## src/hw/rtl/sasa_pkg.sv

```systemverilog
// Package for the sample statistics accumulator: field widths, command and
// state types shared by the front, queue and back modules. No dependencies.
`default_nettype none
package sasa_pkg;

   localparam int SampleWidth = 24;
   localparam int CountWidth  = 16;
   localparam int SumWidth    = 40;
   localparam int SquareWidth = 62;
   localparam int DevWidth    = 23;
   localparam int WideWidth   = 80;
   localparam int DenWidth    = 32;
   localparam int RootWidth   = 64;
   localparam int IterWidth   = 7;

   typedef enum logic [1:0] {
      ACT_ADD    = 2'd0,
      ACT_CLEAR  = 2'd1,
      ACT_REPORT = 2'd2
   } action_type;

   typedef struct packed {
      action_type              action;
      logic signed [SampleWidth-1:0] sample;
   } cmd_type;

   typedef struct packed {
      logic    valid;
      cmd_type cmd;
   } push_type;

   typedef enum logic [2:0] {
      ST_IDLE,
      ST_MEAN,
      ST_MULA,
      ST_MULB,
      ST_VDIV,
      ST_SQRT,
      ST_OUT
   } state_type;

endpackage
`default_nettype wire

```

## src/hw/rtl/sasa_front.sv

```systemverilog
// Front end of the sample statistics accumulator: accepts request words,
// drops unused action codes and sign-extends samples. Uses sasa_pkg.
`default_nettype none
module sasa_front #(
   parameter int SAMPLE_BITS = 24
) (
   input  wire logic                                req_valid,
   output logic                                     req_ready,
   input  wire logic [1:0]                          req_action,
   input  wire logic signed [sasa_pkg::SampleWidth-1:0] req_sample_value,
   input  wire logic                                queue_full,
   output sasa_pkg::push_type                       push
);

   localparam int ExtShift = sasa_pkg::SampleWidth - SAMPLE_BITS;

   logic signed [sasa_pkg::SampleWidth-1:0] shifted;
   logic                                    known;

   assign req_ready = !queue_full;
   assign shifted   = req_sample_value <<< ExtShift;

   always_comb begin
      case (req_action)
         sasa_pkg::ACT_ADD, sasa_pkg::ACT_CLEAR, sasa_pkg::ACT_REPORT: known = 1'b1;
         default: known = 1'b0;
      endcase
   end

   always_comb begin
      push.valid      = req_valid && !queue_full && known;
      push.cmd.action = sasa_pkg::action_type'(req_action);
      push.cmd.sample = shifted >>> ExtShift;
   end

endmodule
`default_nettype wire

```

## src/hw/rtl/sasa_queue.sv

```systemverilog
// Two-entry command queue between the front and back of the accumulator.
// Uses sasa_pkg for the command type.
`default_nettype none
module sasa_queue (
   input  wire logic               clock,
   input  wire logic               reset,
   input  wire sasa_pkg::push_type push,
   input  wire logic               pop,
   output logic                    full,
   output logic                    head_valid,
   output sasa_pkg::cmd_type       head_cmd
);

   sasa_pkg::cmd_type entry_ff [2];
   logic              wr_ptr_ff, wr_ptr_in;
   logic              rd_ptr_ff, rd_ptr_in;
   logic [1:0]        count_ff, count_in;
   logic              do_pop;

   assign full       = (count_ff == 2'd2);
   assign head_valid = (count_ff != 2'd0);
   assign head_cmd   = entry_ff[rd_ptr_ff];
   assign do_pop     = pop && head_valid;

   always_comb begin
      wr_ptr_in = wr_ptr_ff ^ push.valid;
      rd_ptr_in = rd_ptr_ff ^ do_pop;
      count_in  = count_ff + {1'b0, push.valid} - {1'b0, do_pop};
   end

   always_ff @(posedge clock) begin
      if (reset) begin
         wr_ptr_ff <= 1'b0;
         rd_ptr_ff <= 1'b0;
         count_ff  <= 2'd0;
      end else begin
         wr_ptr_ff <= wr_ptr_in;
         rd_ptr_ff <= rd_ptr_in;
         count_ff  <= count_in;
      end
   end

   always_ff @(posedge clock) begin
      if (push.valid) begin
         entry_ff[wr_ptr_ff] <= push.cmd;
      end
   end

endmodule
`default_nettype wire

```

## src/hw/rtl/sasa_back.sv

```systemverilog
// Back end of the accumulator: running state, serial multiplier, divider and
// square root for reports, and the result register. Uses sasa_pkg.
`default_nettype none
module sasa_back #(
   parameter int COUNT_BITS = 16
) (
   input  wire logic                                  clock,
   input  wire logic                                  reset,
   input  wire logic                                  head_valid,
   input  wire sasa_pkg::cmd_type                     head_cmd,
   output logic                                       pop,
   output logic                                       rsp_valid,
   input  wire logic                                  rsp_ready,
   output logic [sasa_pkg::CountWidth-1:0]            rsp_sample_total_count,
   output logic signed [sasa_pkg::SampleWidth-1:0]    rsp_mean_value,
   output logic signed [sasa_pkg::SampleWidth-1:0]    rsp_minimum_value,
   output logic signed [sasa_pkg::SampleWidth-1:0]    rsp_maximum_value,
   output logic [sasa_pkg::DevWidth-1:0]              rsp_std_deviation,
   output logic signed [sasa_pkg::SumWidth-1:0]       rsp_total_sum,
   output logic                                       rsp_deviation_valid,
   output logic                                       rsp_count_saturated
);

   localparam int CW = sasa_pkg::CountWidth;
   localparam int SW = sasa_pkg::SampleWidth;
   localparam int UW = sasa_pkg::SumWidth;
   localparam int QW = sasa_pkg::SquareWidth;
   localparam int WW = sasa_pkg::WideWidth;
   localparam int DW = sasa_pkg::DenWidth;
   localparam int RW = sasa_pkg::RootWidth;
   localparam int IW = sasa_pkg::IterWidth;
   localparam logic [CW-1:0] CountLimit = CW'((32'd1 << COUNT_BITS) - 32'd1);
   localparam logic [IW-1:0] DivLast    = IW'(WW - 1);
   localparam logic [IW-1:0] MulLast    = IW'(UW - 1);
   localparam logic [IW-1:0] RootLast   = IW'(RW / 2 - 1);
   localparam logic [RW-1:0] RootTop    = RW'(1) << (RW - 2);
   localparam logic [RW-1:0] DevMax     = RW'((64'd1 << sasa_pkg::DevWidth) - 64'd1);

   sasa_pkg::state_type state_ff, state_in;

   // running state
   logic [CW-1:0]        held_count_ff, held_count_in;
   logic signed [UW-1:0] sum_ff, sum_in;
   logic [QW-1:0]        square_ff, square_in;
   logic signed [SW-1:0] min_ff, min_in, max_ff, max_in;
   logic                 dropped_ff, dropped_in;

   // report datapath
   logic [WW-1:0] mcand_ff, mcand_in, prod_ff, prod_in, a_ff, a_in;
   logic [UW-1:0] mplier_ff, mplier_in;
   logic [WW-1:0] num_ff, num_in, quo_ff, quo_in;
   logic [DW:0]   rem_ff, rem_in;
   logic [DW-1:0] den_ff, den_in;
   logic [IW-1:0] iter_ff, iter_in;
   logic signed [SW-1:0] mean_ff, mean_in;
   logic [RW-1:0] rootv_ff, rootv_in, root_ff, root_in, rbit_ff, rbit_in;
   logic [sasa_pkg::DevWidth-1:0] sd_ff, sd_in;

   // result register
   logic                 rsp_valid_ff, rsp_valid_in;
   logic [CW-1:0]        rsp_count_ff;
   logic signed [SW-1:0] rsp_mean_ff, rsp_min_ff, rsp_max_ff;
   logic [sasa_pkg::DevWidth-1:0] rsp_sd_ff;
   logic signed [UW-1:0] rsp_sum_ff;
   logic                 rsp_devv_ff, rsp_sat_ff;

   logic                 load_rsp;
   logic                 out_free;
   logic [SW:0]          mag;
   logic [2*SW+1:0]      mag_sq;
   logic [UW-1:0]        sum_mag;
   logic [DW:0]          rem_sh;
   logic                 rem_ge;
   logic [WW-1:0]        div_q, mul_p;
   logic [RW-1:0]        trial;
   logic [RW-1:0]        root_next;

   assign out_free = !rsp_valid_ff || rsp_ready;

   // next state
   always_comb begin
      state_in = state_ff;
      case (state_ff)
         sasa_pkg::ST_IDLE: begin
            if (head_valid && head_cmd.action == sasa_pkg::ACT_REPORT) begin
               state_in = (held_count_ff == '0) ? sasa_pkg::ST_OUT : sasa_pkg::ST_MEAN;
            end
         end
         sasa_pkg::ST_MEAN: begin
            if (iter_ff == DivLast) begin
               state_in = (held_count_ff >= CW'(2)) ? sasa_pkg::ST_MULA : sasa_pkg::ST_OUT;
            end
         end
         sasa_pkg::ST_MULA: if (iter_ff == MulLast) state_in = sasa_pkg::ST_MULB;
         sasa_pkg::ST_MULB: if (iter_ff == MulLast) state_in = sasa_pkg::ST_VDIV;
         sasa_pkg::ST_VDIV: if (iter_ff == DivLast) state_in = sasa_pkg::ST_SQRT;
         sasa_pkg::ST_SQRT: if (iter_ff == RootLast) state_in = sasa_pkg::ST_OUT;
         sasa_pkg::ST_OUT:  if (out_free) state_in = sasa_pkg::ST_IDLE;
         default: state_in = sasa_pkg::ST_IDLE;
      endcase
   end

   // control outputs
   always_comb begin
      pop      = (state_ff == sasa_pkg::ST_IDLE) && head_valid;
      load_rsp = (state_ff == sasa_pkg::ST_OUT) && out_free;
   end

   // shared arithmetic steps
   always_comb begin
      mag       = head_cmd.sample[SW-1] ? (SW+1)'(-$signed({head_cmd.sample[SW-1], head_cmd.sample}))
                                        : (SW+1)'(head_cmd.sample);
      mag_sq    = (2*SW+2)'(mag) * (2*SW+2)'(mag);
      sum_mag   = sum_ff[UW-1] ? UW'(-sum_ff) : UW'(sum_ff);
      rem_sh    = {rem_ff[DW-1:0], num_ff[WW-1]};
      rem_ge    = rem_sh >= {1'b0, den_ff};
      div_q     = {quo_ff[WW-2:0], rem_ge};
      mul_p     = prod_ff + (mplier_ff[0] ? mcand_ff : '0);
      trial     = root_ff + rbit_ff;
      root_next = (rootv_ff >= trial) ? ((root_ff >> 1) + rbit_ff) : (root_ff >> 1);
   end

   // datapath
   always_comb begin
      held_count_in = held_count_ff;
      sum_in        = sum_ff;
      square_in     = square_ff;
      min_in        = min_ff;
      max_in        = max_ff;
      dropped_in    = dropped_ff;
      mcand_in      = mcand_ff;
      mplier_in     = mplier_ff;
      prod_in       = prod_ff;
      a_in          = a_ff;
      num_in        = num_ff;
      quo_in        = quo_ff;
      rem_in        = rem_ff;
      den_in        = den_ff;
      iter_in       = iter_ff + IW'(1);
      mean_in       = mean_ff;
      rootv_in      = rootv_ff;
      root_in       = root_ff;
      rbit_in       = rbit_ff;
      sd_in         = sd_ff;
      case (state_ff)
         sasa_pkg::ST_IDLE: begin
            iter_in = '0;
            if (pop) begin
               case (head_cmd.action)
                  sasa_pkg::ACT_ADD: begin
                     if (held_count_ff >= CountLimit) begin
                        dropped_in = 1'b1;
                     end else begin
                        if (held_count_ff == '0 || head_cmd.sample < min_ff) min_in = head_cmd.sample;
                        if (held_count_ff == '0 || head_cmd.sample > max_ff) max_in = head_cmd.sample;
                        held_count_in = held_count_ff + CW'(1);
                        sum_in        = sum_ff + UW'(head_cmd.sample);
                        square_in     = square_ff + QW'(mag_sq);
                     end
                  end
                  sasa_pkg::ACT_CLEAR: begin
                     held_count_in = '0;
                     sum_in        = '0;
                     square_in     = '0;
                     min_in        = '0;
                     max_in        = '0;
                     dropped_in    = 1'b0;
                  end
                  default: begin
                     mean_in = '0;
                     sd_in   = '0;
                     num_in  = WW'(sum_mag);
                     den_in  = DW'(held_count_ff);
                     rem_in  = '0;
                     quo_in  = '0;
                  end
               endcase
            end
         end
         sasa_pkg::ST_MEAN, sasa_pkg::ST_VDIV: begin
            num_in = num_ff << 1;
            quo_in = div_q;
            rem_in = rem_ge ? (rem_sh - {1'b0, den_ff}) : rem_sh;
            if (iter_ff == DivLast) begin
               iter_in = '0;
               if (state_ff == sasa_pkg::ST_MEAN) begin
                  mean_in   = sum_ff[UW-1] ? -SW'(div_q) : SW'(div_q);
                  mcand_in  = WW'(square_ff);
                  mplier_in = UW'(held_count_ff);
                  prod_in   = '0;
                  den_in    = DW'(held_count_ff) * DW'(held_count_ff - CW'(1));
               end else begin
                  rootv_in = div_q[RW-1:0];
                  root_in  = '0;
                  rbit_in  = RootTop;
               end
            end
         end
         sasa_pkg::ST_MULA, sasa_pkg::ST_MULB: begin
            prod_in   = mul_p;
            mcand_in  = mcand_ff << 1;
            mplier_in = mplier_ff >> 1;
            if (iter_ff == MulLast) begin
               iter_in = '0;
               if (state_ff == sasa_pkg::ST_MULA) begin
                  a_in      = mul_p;
                  mcand_in  = WW'(sum_mag);
                  mplier_in = sum_mag;
                  prod_in   = '0;
               end else begin
                  num_in = (a_ff >= mul_p) ? (a_ff - mul_p) : '0;
                  rem_in = '0;
                  quo_in = '0;
               end
            end
         end
         sasa_pkg::ST_SQRT: begin
            if (rootv_ff >= trial) rootv_in = rootv_ff - trial;
            root_in = root_next;
            rbit_in = rbit_ff >> 2;
            if (iter_ff == RootLast) begin
               sd_in = (root_next > DevMax) ? DevMax[sasa_pkg::DevWidth-1:0]
                                            : root_next[sasa_pkg::DevWidth-1:0];
            end
         end
         default: iter_in = '0;
      endcase
   end

   always_comb begin
      rsp_valid_in = rsp_valid_ff && !rsp_ready;
      if (load_rsp) rsp_valid_in = 1'b1;
   end

   always_ff @(posedge clock) begin
      if (reset) begin
         state_ff      <= sasa_pkg::ST_IDLE;
         held_count_ff <= '0;
         sum_ff        <= '0;
         square_ff     <= '0;
         min_ff        <= '0;
         max_ff        <= '0;
         dropped_ff    <= 1'b0;
         iter_ff       <= '0;
         rsp_valid_ff  <= 1'b0;
      end else begin
         state_ff      <= state_in;
         held_count_ff <= held_count_in;
         sum_ff        <= sum_in;
         square_ff     <= square_in;
         min_ff        <= min_in;
         max_ff        <= max_in;
         dropped_ff    <= dropped_in;
         iter_ff       <= iter_in;
         rsp_valid_ff  <= rsp_valid_in;
      end
   end

   always_ff @(posedge clock) begin
      mcand_ff  <= mcand_in;
      mplier_ff <= mplier_in;
      prod_ff   <= prod_in;
      a_ff      <= a_in;
      num_ff    <= num_in;
      quo_ff    <= quo_in;
      rem_ff    <= rem_in;
      den_ff    <= den_in;
      mean_ff   <= mean_in;
      rootv_ff  <= rootv_in;
      root_ff   <= root_in;
      rbit_ff   <= rbit_in;
      sd_ff     <= sd_in;
      if (load_rsp) begin
         rsp_count_ff <= held_count_ff;
         rsp_mean_ff  <= mean_ff;
         rsp_min_ff   <= min_ff;
         rsp_max_ff   <= max_ff;
         rsp_sd_ff    <= sd_ff;
         rsp_sum_ff   <= sum_ff;
         rsp_devv_ff  <= (held_count_ff >= CW'(2));
         rsp_sat_ff   <= dropped_ff;
      end
   end

   assign rsp_valid              = rsp_valid_ff;
   assign rsp_sample_total_count = rsp_count_ff;
   assign rsp_mean_value         = rsp_mean_ff;
   assign rsp_minimum_value      = rsp_min_ff;
   assign rsp_maximum_value      = rsp_max_ff;
   assign rsp_std_deviation      = rsp_sd_ff;
   assign rsp_total_sum          = rsp_sum_ff;
   assign rsp_deviation_valid    = rsp_devv_ff;
   assign rsp_count_saturated    = rsp_sat_ff;

   a_devv_count: assert property (@(posedge clock) disable iff (reset)
      rsp_valid_ff && rsp_devv_ff |-> rsp_count_ff >= CW'(2))
      else $error("deviation flagged valid with fewer than two samples");

   a_state_frozen: assert property (@(posedge clock) disable iff (reset)
      state_ff != sasa_pkg::ST_IDLE |=> $stable(held_count_ff) && $stable(sum_ff))
      else $error("running state changed while a report was being computed");

   a_min_le_max: assert property (@(posedge clock) disable iff (reset)
      rsp_valid_ff && rsp_count_ff != '0 |-> rsp_min_ff <= rsp_max_ff)
      else $error("reported minimum exceeds maximum");

   a_drop_full: assert property (@(posedge clock) disable iff (reset)
      $rose(dropped_ff) |-> held_count_ff == CountLimit)
      else $error("sample dropped while the count was not full");

endmodule
`default_nettype wire

```

## src/hw/rtl/sample_statistics_accumulator_core.sv

```systemverilog
// Top level of the sample statistics accumulator: front end, command queue
// and back end. Depends on sasa_pkg, sasa_front, sasa_queue and sasa_back.
//
// Usage. Request words arrive on req_valid/req_ready with an action code
// and a signed Q12.12 sample. Action add folds the sample into the running
// count, sum, sum of squares, minimum and maximum; clear empties the set;
// report produces one result word on rsp_valid/rsp_ready. The unused action
// code is accepted and discarded. Add and clear produce no result word.
// The command queue holds up to two commands, so requests are still accepted
// while the back end computes or a result waits for the receiver.
// Timing. Adds and clears stream at one word per cycle while no report is
// being computed. A report on an empty set goes straight to the result
// register; with one sample the serial divider forms the mean first; with
// two or more the back end runs mean division, two shift-add
// multiplications, variance division and a bit-pair square root in that
// order. Later commands wait in the queue meanwhile.
// Reset (synchronous, active high) empties the set and the queue and drops
// any pending result. While the receiver stalls, the result word is held
// and the back end waits before writing the next one.
`default_nettype none
module sample_statistics_accumulator_core #(
   parameter int COUNT_BITS  = 16,
   parameter int SAMPLE_BITS = 24
) (
   input  wire logic                                  clock,
   input  wire logic                                  reset,
   input  wire logic                                  req_valid,
   output logic                                       req_ready,
   input  wire logic [1:0]                            req_action,
   input  wire logic signed [sasa_pkg::SampleWidth-1:0] req_sample_value,
   output logic                                       rsp_valid,
   input  wire logic                                  rsp_ready,
   output logic [sasa_pkg::CountWidth-1:0]            rsp_sample_total_count,
   output logic signed [sasa_pkg::SampleWidth-1:0]    rsp_mean_value,
   output logic signed [sasa_pkg::SampleWidth-1:0]    rsp_minimum_value,
   output logic signed [sasa_pkg::SampleWidth-1:0]    rsp_maximum_value,
   output logic [sasa_pkg::DevWidth-1:0]              rsp_std_deviation,
   output logic signed [sasa_pkg::SumWidth-1:0]       rsp_total_sum,
   output logic                                       rsp_deviation_valid,
   output logic                                       rsp_count_saturated
);

   sasa_pkg::push_type push;
   sasa_pkg::cmd_type  head_cmd;
   logic               queue_full;
   logic               head_valid;
   logic               pop;

   // The front end classifies words and sign-extends the sample field.
   sasa_front #(
      .SAMPLE_BITS (SAMPLE_BITS)
   ) u_front (
      .req_valid        (req_valid),
      .req_ready        (req_ready),
      .req_action       (req_action),
      .req_sample_value (req_sample_value),
      .queue_full       (queue_full),
      .push             (push)
   );

   // The queue decouples acceptance from the long report sequence.
   sasa_queue u_queue (
      .clock      (clock),
      .reset      (reset),
      .push       (push),
      .pop        (pop),
      .full       (queue_full),
      .head_valid (head_valid),
      .head_cmd   (head_cmd)
   );

   // The back end holds the running state and computes reports.
   sasa_back #(
      .COUNT_BITS (COUNT_BITS)
   ) u_back (
      .clock                  (clock),
      .reset                  (reset),
      .head_valid             (head_valid),
      .head_cmd               (head_cmd),
      .pop                    (pop),
      .rsp_valid              (rsp_valid),
      .rsp_ready              (rsp_ready),
      .rsp_sample_total_count (rsp_sample_total_count),
      .rsp_mean_value         (rsp_mean_value),
      .rsp_minimum_value      (rsp_minimum_value),
      .rsp_maximum_value      (rsp_maximum_value),
      .rsp_std_deviation      (rsp_std_deviation),
      .rsp_total_sum          (rsp_total_sum),
      .rsp_deviation_valid    (rsp_deviation_valid),
      .rsp_count_saturated    (rsp_count_saturated)
   );

endmodule
`default_nettype wire

```

## config.mk

```make
export PLATFORM = sky130hd
export DESIGN_NAME = sample_statistics_accumulator_core
export DESIGN_NICKNAME = d
export VERILOG_FILES = /design/src/hw/rtl/sasa_pkg.sv /design/src/hw/rtl/sasa_front.sv /design/src/hw/rtl/sasa_queue.sv /design/src/hw/rtl/sasa_back.sv /design/src/hw/rtl/sample_statistics_accumulator_core.sv
export SDC_FILE = /design/constraint.sdc
export NUM_CORES = 2
export LEC_CHECK = 0
export BUFFER_PORTS_ARGS = -buffer_cell sky130_fd_sc_hd__clkbuf_2
export CAP_MARGIN = 20
export CORE_MARGIN = 5
export CORE_UTILIZATION = 26
export DETAILED_ROUTE_END_ITERATION = 10
export MAX_ROUTING_LAYER = met4
export PLACE_DENSITY_LB_ADDON = 0.25
export SLEW_MARGIN = 30
export SYNTH_ARGS = -nofsm -noshare
export SYNTH_HDL_FRONTEND = slang
export SYNTH_SLANG_ARGS = --single-unit
```

## constraint.sdc

```tcl
create_clock -name clock -period 15.8 [get_ports clock]
set_input_delay 2.37 -clock clock [delete_from_list [all_inputs] [get_ports clock]]
set_output_delay 2.37 -clock clock [all_outputs]
set_load 0.005 [all_outputs]
```

==> metrics.md <==
| Metric | Value |
|---|---|
| Initial core utilization | `26.1%` |
| Post-Syn Instances | `9730` |
| CTS sink count | `1081` |
| Period utilization | `77.0%` |
| Drt total wl | `295000 um` |
| Post-synthesis cell area | `93600 sq um` |
| Sequential fraction of the synthesis area | `32.7%` |
| Hold Crit Start | `u_back.mean_ff[23]` |
| Setup Buffers After CTS | `0` |
| Hold Vio Cnt, Final | `0` |
| CP Data Required Time | `16.49 ns` |
| Deepest clock path buffer count | `4` |
| Yosys Warn Count | `0` |
| First-pass GRT wire length | `449000 um` |
| Die area | `372000 sq um` |
| Dominant cells by area after synthesis | `edfxtp_1 (29%), fa_1 (17%), ha_1 (9.4%), inv_1 (5.4%), dfxtp_1 (3.9%)` |
| Final #Nets | `11390` |
| RSZ-0062 raised after global routing | `false` |
| Vias in the first global route | `70925` |
| Synthesized area per cell | `9.62 sq um` |
| Total CTS buffers | `147` |
| Type of the worst min-delay path | `reg -> reg` |
| CTS tree | `built` |
| Fmax | `0.0822 GHz` |
| DRT Pass-1 Iters | `6` |
| Final ANT Viol Nets | `0` |
| Initial antenna violation count | `5` |
| Synth cell count leaders | `inv_1 (1349), edfxtp_1 (899), nand2_1 (818)` |
| Worst setup EP type | `register` |
| Total GRT Usage | `15.9%` |
| Rows | `220` |
| Ports | `185` |
| Largest net degree at the start of global routing | `140` |
| Post-route DRC | `0` |
| Reg2Reg Depth | `37` |
| Clk root buf | `clkbuf_16` |
| Synth top area share | `28.9%` |
| Detail Placement HPWL | `227000 um` |
| Fin crit period | `12.16 ns` |
| Most Frequent Cell on Critical Path | `fa_1` |
| Area of the multi-input gates | `56900 sq um` |
| Reg2Reg Capture Point | `u_back.square_ff[47]` |
| Vias | `69340` |
| Synth Register Bits | `1081` |
| Max incr delay on CP | `0.96 ns` |
| Async SR Flop Fraction | `0%` |
| Flop2flop setup slack | `3.64 ns` |
| Port-buffer cells | `184` |
| Crit path max fanout | `27` |
| Synth-to-Final Area Change | `12.5%` |
| CP Data Arrival Time | `12.85 ns` |
| Max-cap violation count | `0` |
| Clk_skew | `0.0849 ns` |
| Tightest Pin Transition | `0.989 ns` |
| Cts repair resizes | `0` |
| Congestion Overflow GR | `0` |
| Core box area | `359000 sq um` |
| WHS Path Cells | `0` |
| Synth Flop Type | `edfxtp_1` |
| Setup CP Type | `reg -> reg` |
| Worst skew pair latency | `0.89 ns` |
| Reg clk slew, reported paths | `0.06 ns` |
| GPL Wtd Cong | `0.875` |
| Detailed-route vias per instance | `4.70` |
| Slowest CP cell | `dfxtp_2` |
| WHS Endpoint | `u_back.rsp_mean_value[23]` |
| # hold bufs at CTS | `0` |
| CP startpoint kind | `register` |
| Die Y-Extent | `610 um` |
| Largest area contributor in the netlist | `edfxtp_1` |
| EDFF count, synth | `899` |
| # fillers | `38068` |
| DR iter-0 viols | `4531` |
| Synth unique cells | `87` |
| Most frequent cell after synthesis | `inv_1` |
| Share of layout cells above drive strength 1 | `6.17%` |
| Count of final max-slew check failures | `0` |
| Die width | `610 um` |
| TNS Setup | `0 ns` |
| Register area | `30600 sq um` |
| Run status | `completed` |
| Wire per inst | `20.0 um` |
| Final setup viols | `0` |
| H-tree levels | `4` |
| FF-to-FF Start | `u_queue.rd_ptr_ff` |
| Slew margin rel. | `33.9%` |
[layout make-up]
type / instances / share of cell area (%)
multi-input cells: 6985 / 54.1
flip-flops and latches: 1081 / 29.1
well taps: 4773 / 5.67
inverters: 1356 / 4.84
clock buffers: 184 / 3.72
repair buffers: 303 / 1.77
clock inverters: 79 / 0.810
diodes: 6 / 0.0143
[per-layer routing]
metal	wire length, um	vias up	track usage (%)
li1	-	33284	-
met1	135000	34341	20.9
met2	140000	1386	26.2
met3	12700	329	1.91
met4	7920	0	3.93
met5	0	-	-
[cell usage in the layout (no fill, tap or decap), types with 51 or more instances in the layout]
cell | Yosys | routed
buf_4 | 1 | 114
a211oi_1 | 60 | 60
inv_1 | 1349 | 1346
xnor2_1 | 302 | 299
nor2b_1 | 106 | 102
o21bai_1 | 85 | 85
o31ai_1 | 51 | 51
o21ai_0 | 451 | 451
xor2_1 | 303 | 303
a21oi_1 | 514 | 513
a22oi_1 | 91 | 91
dfxtp_1 | 182 | 178
and2_1 | 171 | 171
nand2b_1 | 243 | 240
clkbuf_2 | 0 | 183
nand4_1 | 114 | 114
edfxtp_1 | 899 | 899
a21o_1 | 274 | 273
nor2_1 | 810 | 806
fa_1 | 785 | 785
conb_1 | 2 | 85
nor3_1 | 86 | 84
and3_1 | 105 | 105
ha_1 | 701 | 699
nand3_1 | 114 | 113
nand2_1 | 818 | 817
mux2i_1 | 85 | 82
a31oi_1 | 88 | 88
or3_1 | 64 | 63
clkbuf_16 | 0 | 149
[worst max-delay path by stage]
| stage | start | to | slack (ns) | cells after the start |
|---|---|---|---|---|
| 6_report | u_queue.rd_ptr_ff | u_back.square_ff[47] | 3.64 | 37 |
| 5_1_grt | u_queue.rd_ptr_ff | u_back.square_ff[47] | 2.74 | 37 |
| 4_1_cts | u_queue.rd_ptr_ff | u_back.square_ff[61] | 3.66 | 35 |
| 3_5_place_dp | u_queue.rd_ptr_ff | u_back.square_ff[61] | 3.72 | 35 |
| 3_3_place_gp | u_queue.rd_ptr_ff | u_back.square_ff[47] | 3.80 | 37 |
| 2_1_floorplan | u_queue.rd_ptr_ff | u_back.num_ff[0] | 0.26 | 9 |
[through the flow]
step	worst slack [ns]	utilization (%)	instances	hold slack [ns]	instance area, sq um
floorplan	0.262	-	9813	0.400	93900
global placement	3.80	28.0	14496	0.404	100000
detailed placement	3.72	28.0	14497	0.405	100000
CTS	3.66	29.3	14760	0.384	105000
global route	2.74	29.3	14761	0.376	105000
finish	3.64	29.3	14767	0.357	105000
[kinds of logic (layout without fill, tap and decap cells)]
family	Yosys count	after routing	share of synthesized area, %
AOI/OAI and AO/OA	1974	1974	13.5
xor gates and xnor gates	605	605	5.66
adders and majority gates	1486	1486	26.2
buffers and inverters	1747	1922	7.02
DFF	1081	1081	32.7
muxes	85	85	0.909
other	2	91	0.00803
and+or+nand+nor	2750	2750	13.9
[registers in the layout, summed over array words and instances (netlist names), 23 cells and up]
| register | cells |
|---|---|
| u_back.rsp_mean_value | 24 |
| u_back.mplier_ff | 40 |
| u_back.mcand_ff | 80 |
| u_back.prod_ff | 80 |
| u_back.min_ff | 24 |
| u_back.den_ff | 32 |
| u_back.rsp_maximum_value | 24 |
| u_back.rsp_total_sum | 40 |
| u_back.sum_ff | 40 |
| u_back.sd_ff | 23 |
| u_back.root_ff | 64 |
| u_back.a_ff | 80 |
| u_queue.entry_ff | 52 |
| u_back.num_ff | 80 |
| u_back.max_ff | 24 |
| u_back.rem_ff | 32 |
| u_back.mean_ff | 24 |
| u_back.rootv_ff | 64 |
| u_back.rsp_std_deviation | 23 |
| u_back.rbit_ff | 32 |
| u_back.rsp_minimum_value | 24 |
| u_back.square_ff | 62 |
| u_back.quo_ff | 63 |
[critical path: cells and delay by family, from the launching register on]
family / cells / cell delay, ns
XOR/XNOR: 2 / 0.66
buffers and inverters: 7 / 1.28
flip-flops: 1 / 0.96
AND/OR/NAND/NOR: 9 / 1.82
AO/OA/AOI/OAI: 10 / 2.92
adder cells (fa/ha/maj): 8 / 3.91
multiplexers: 1 / 0.42
Power is left out: the tool's default activity adds up to more than one toggle a clock period on the data nets, which glitch-free logic cannot reach.
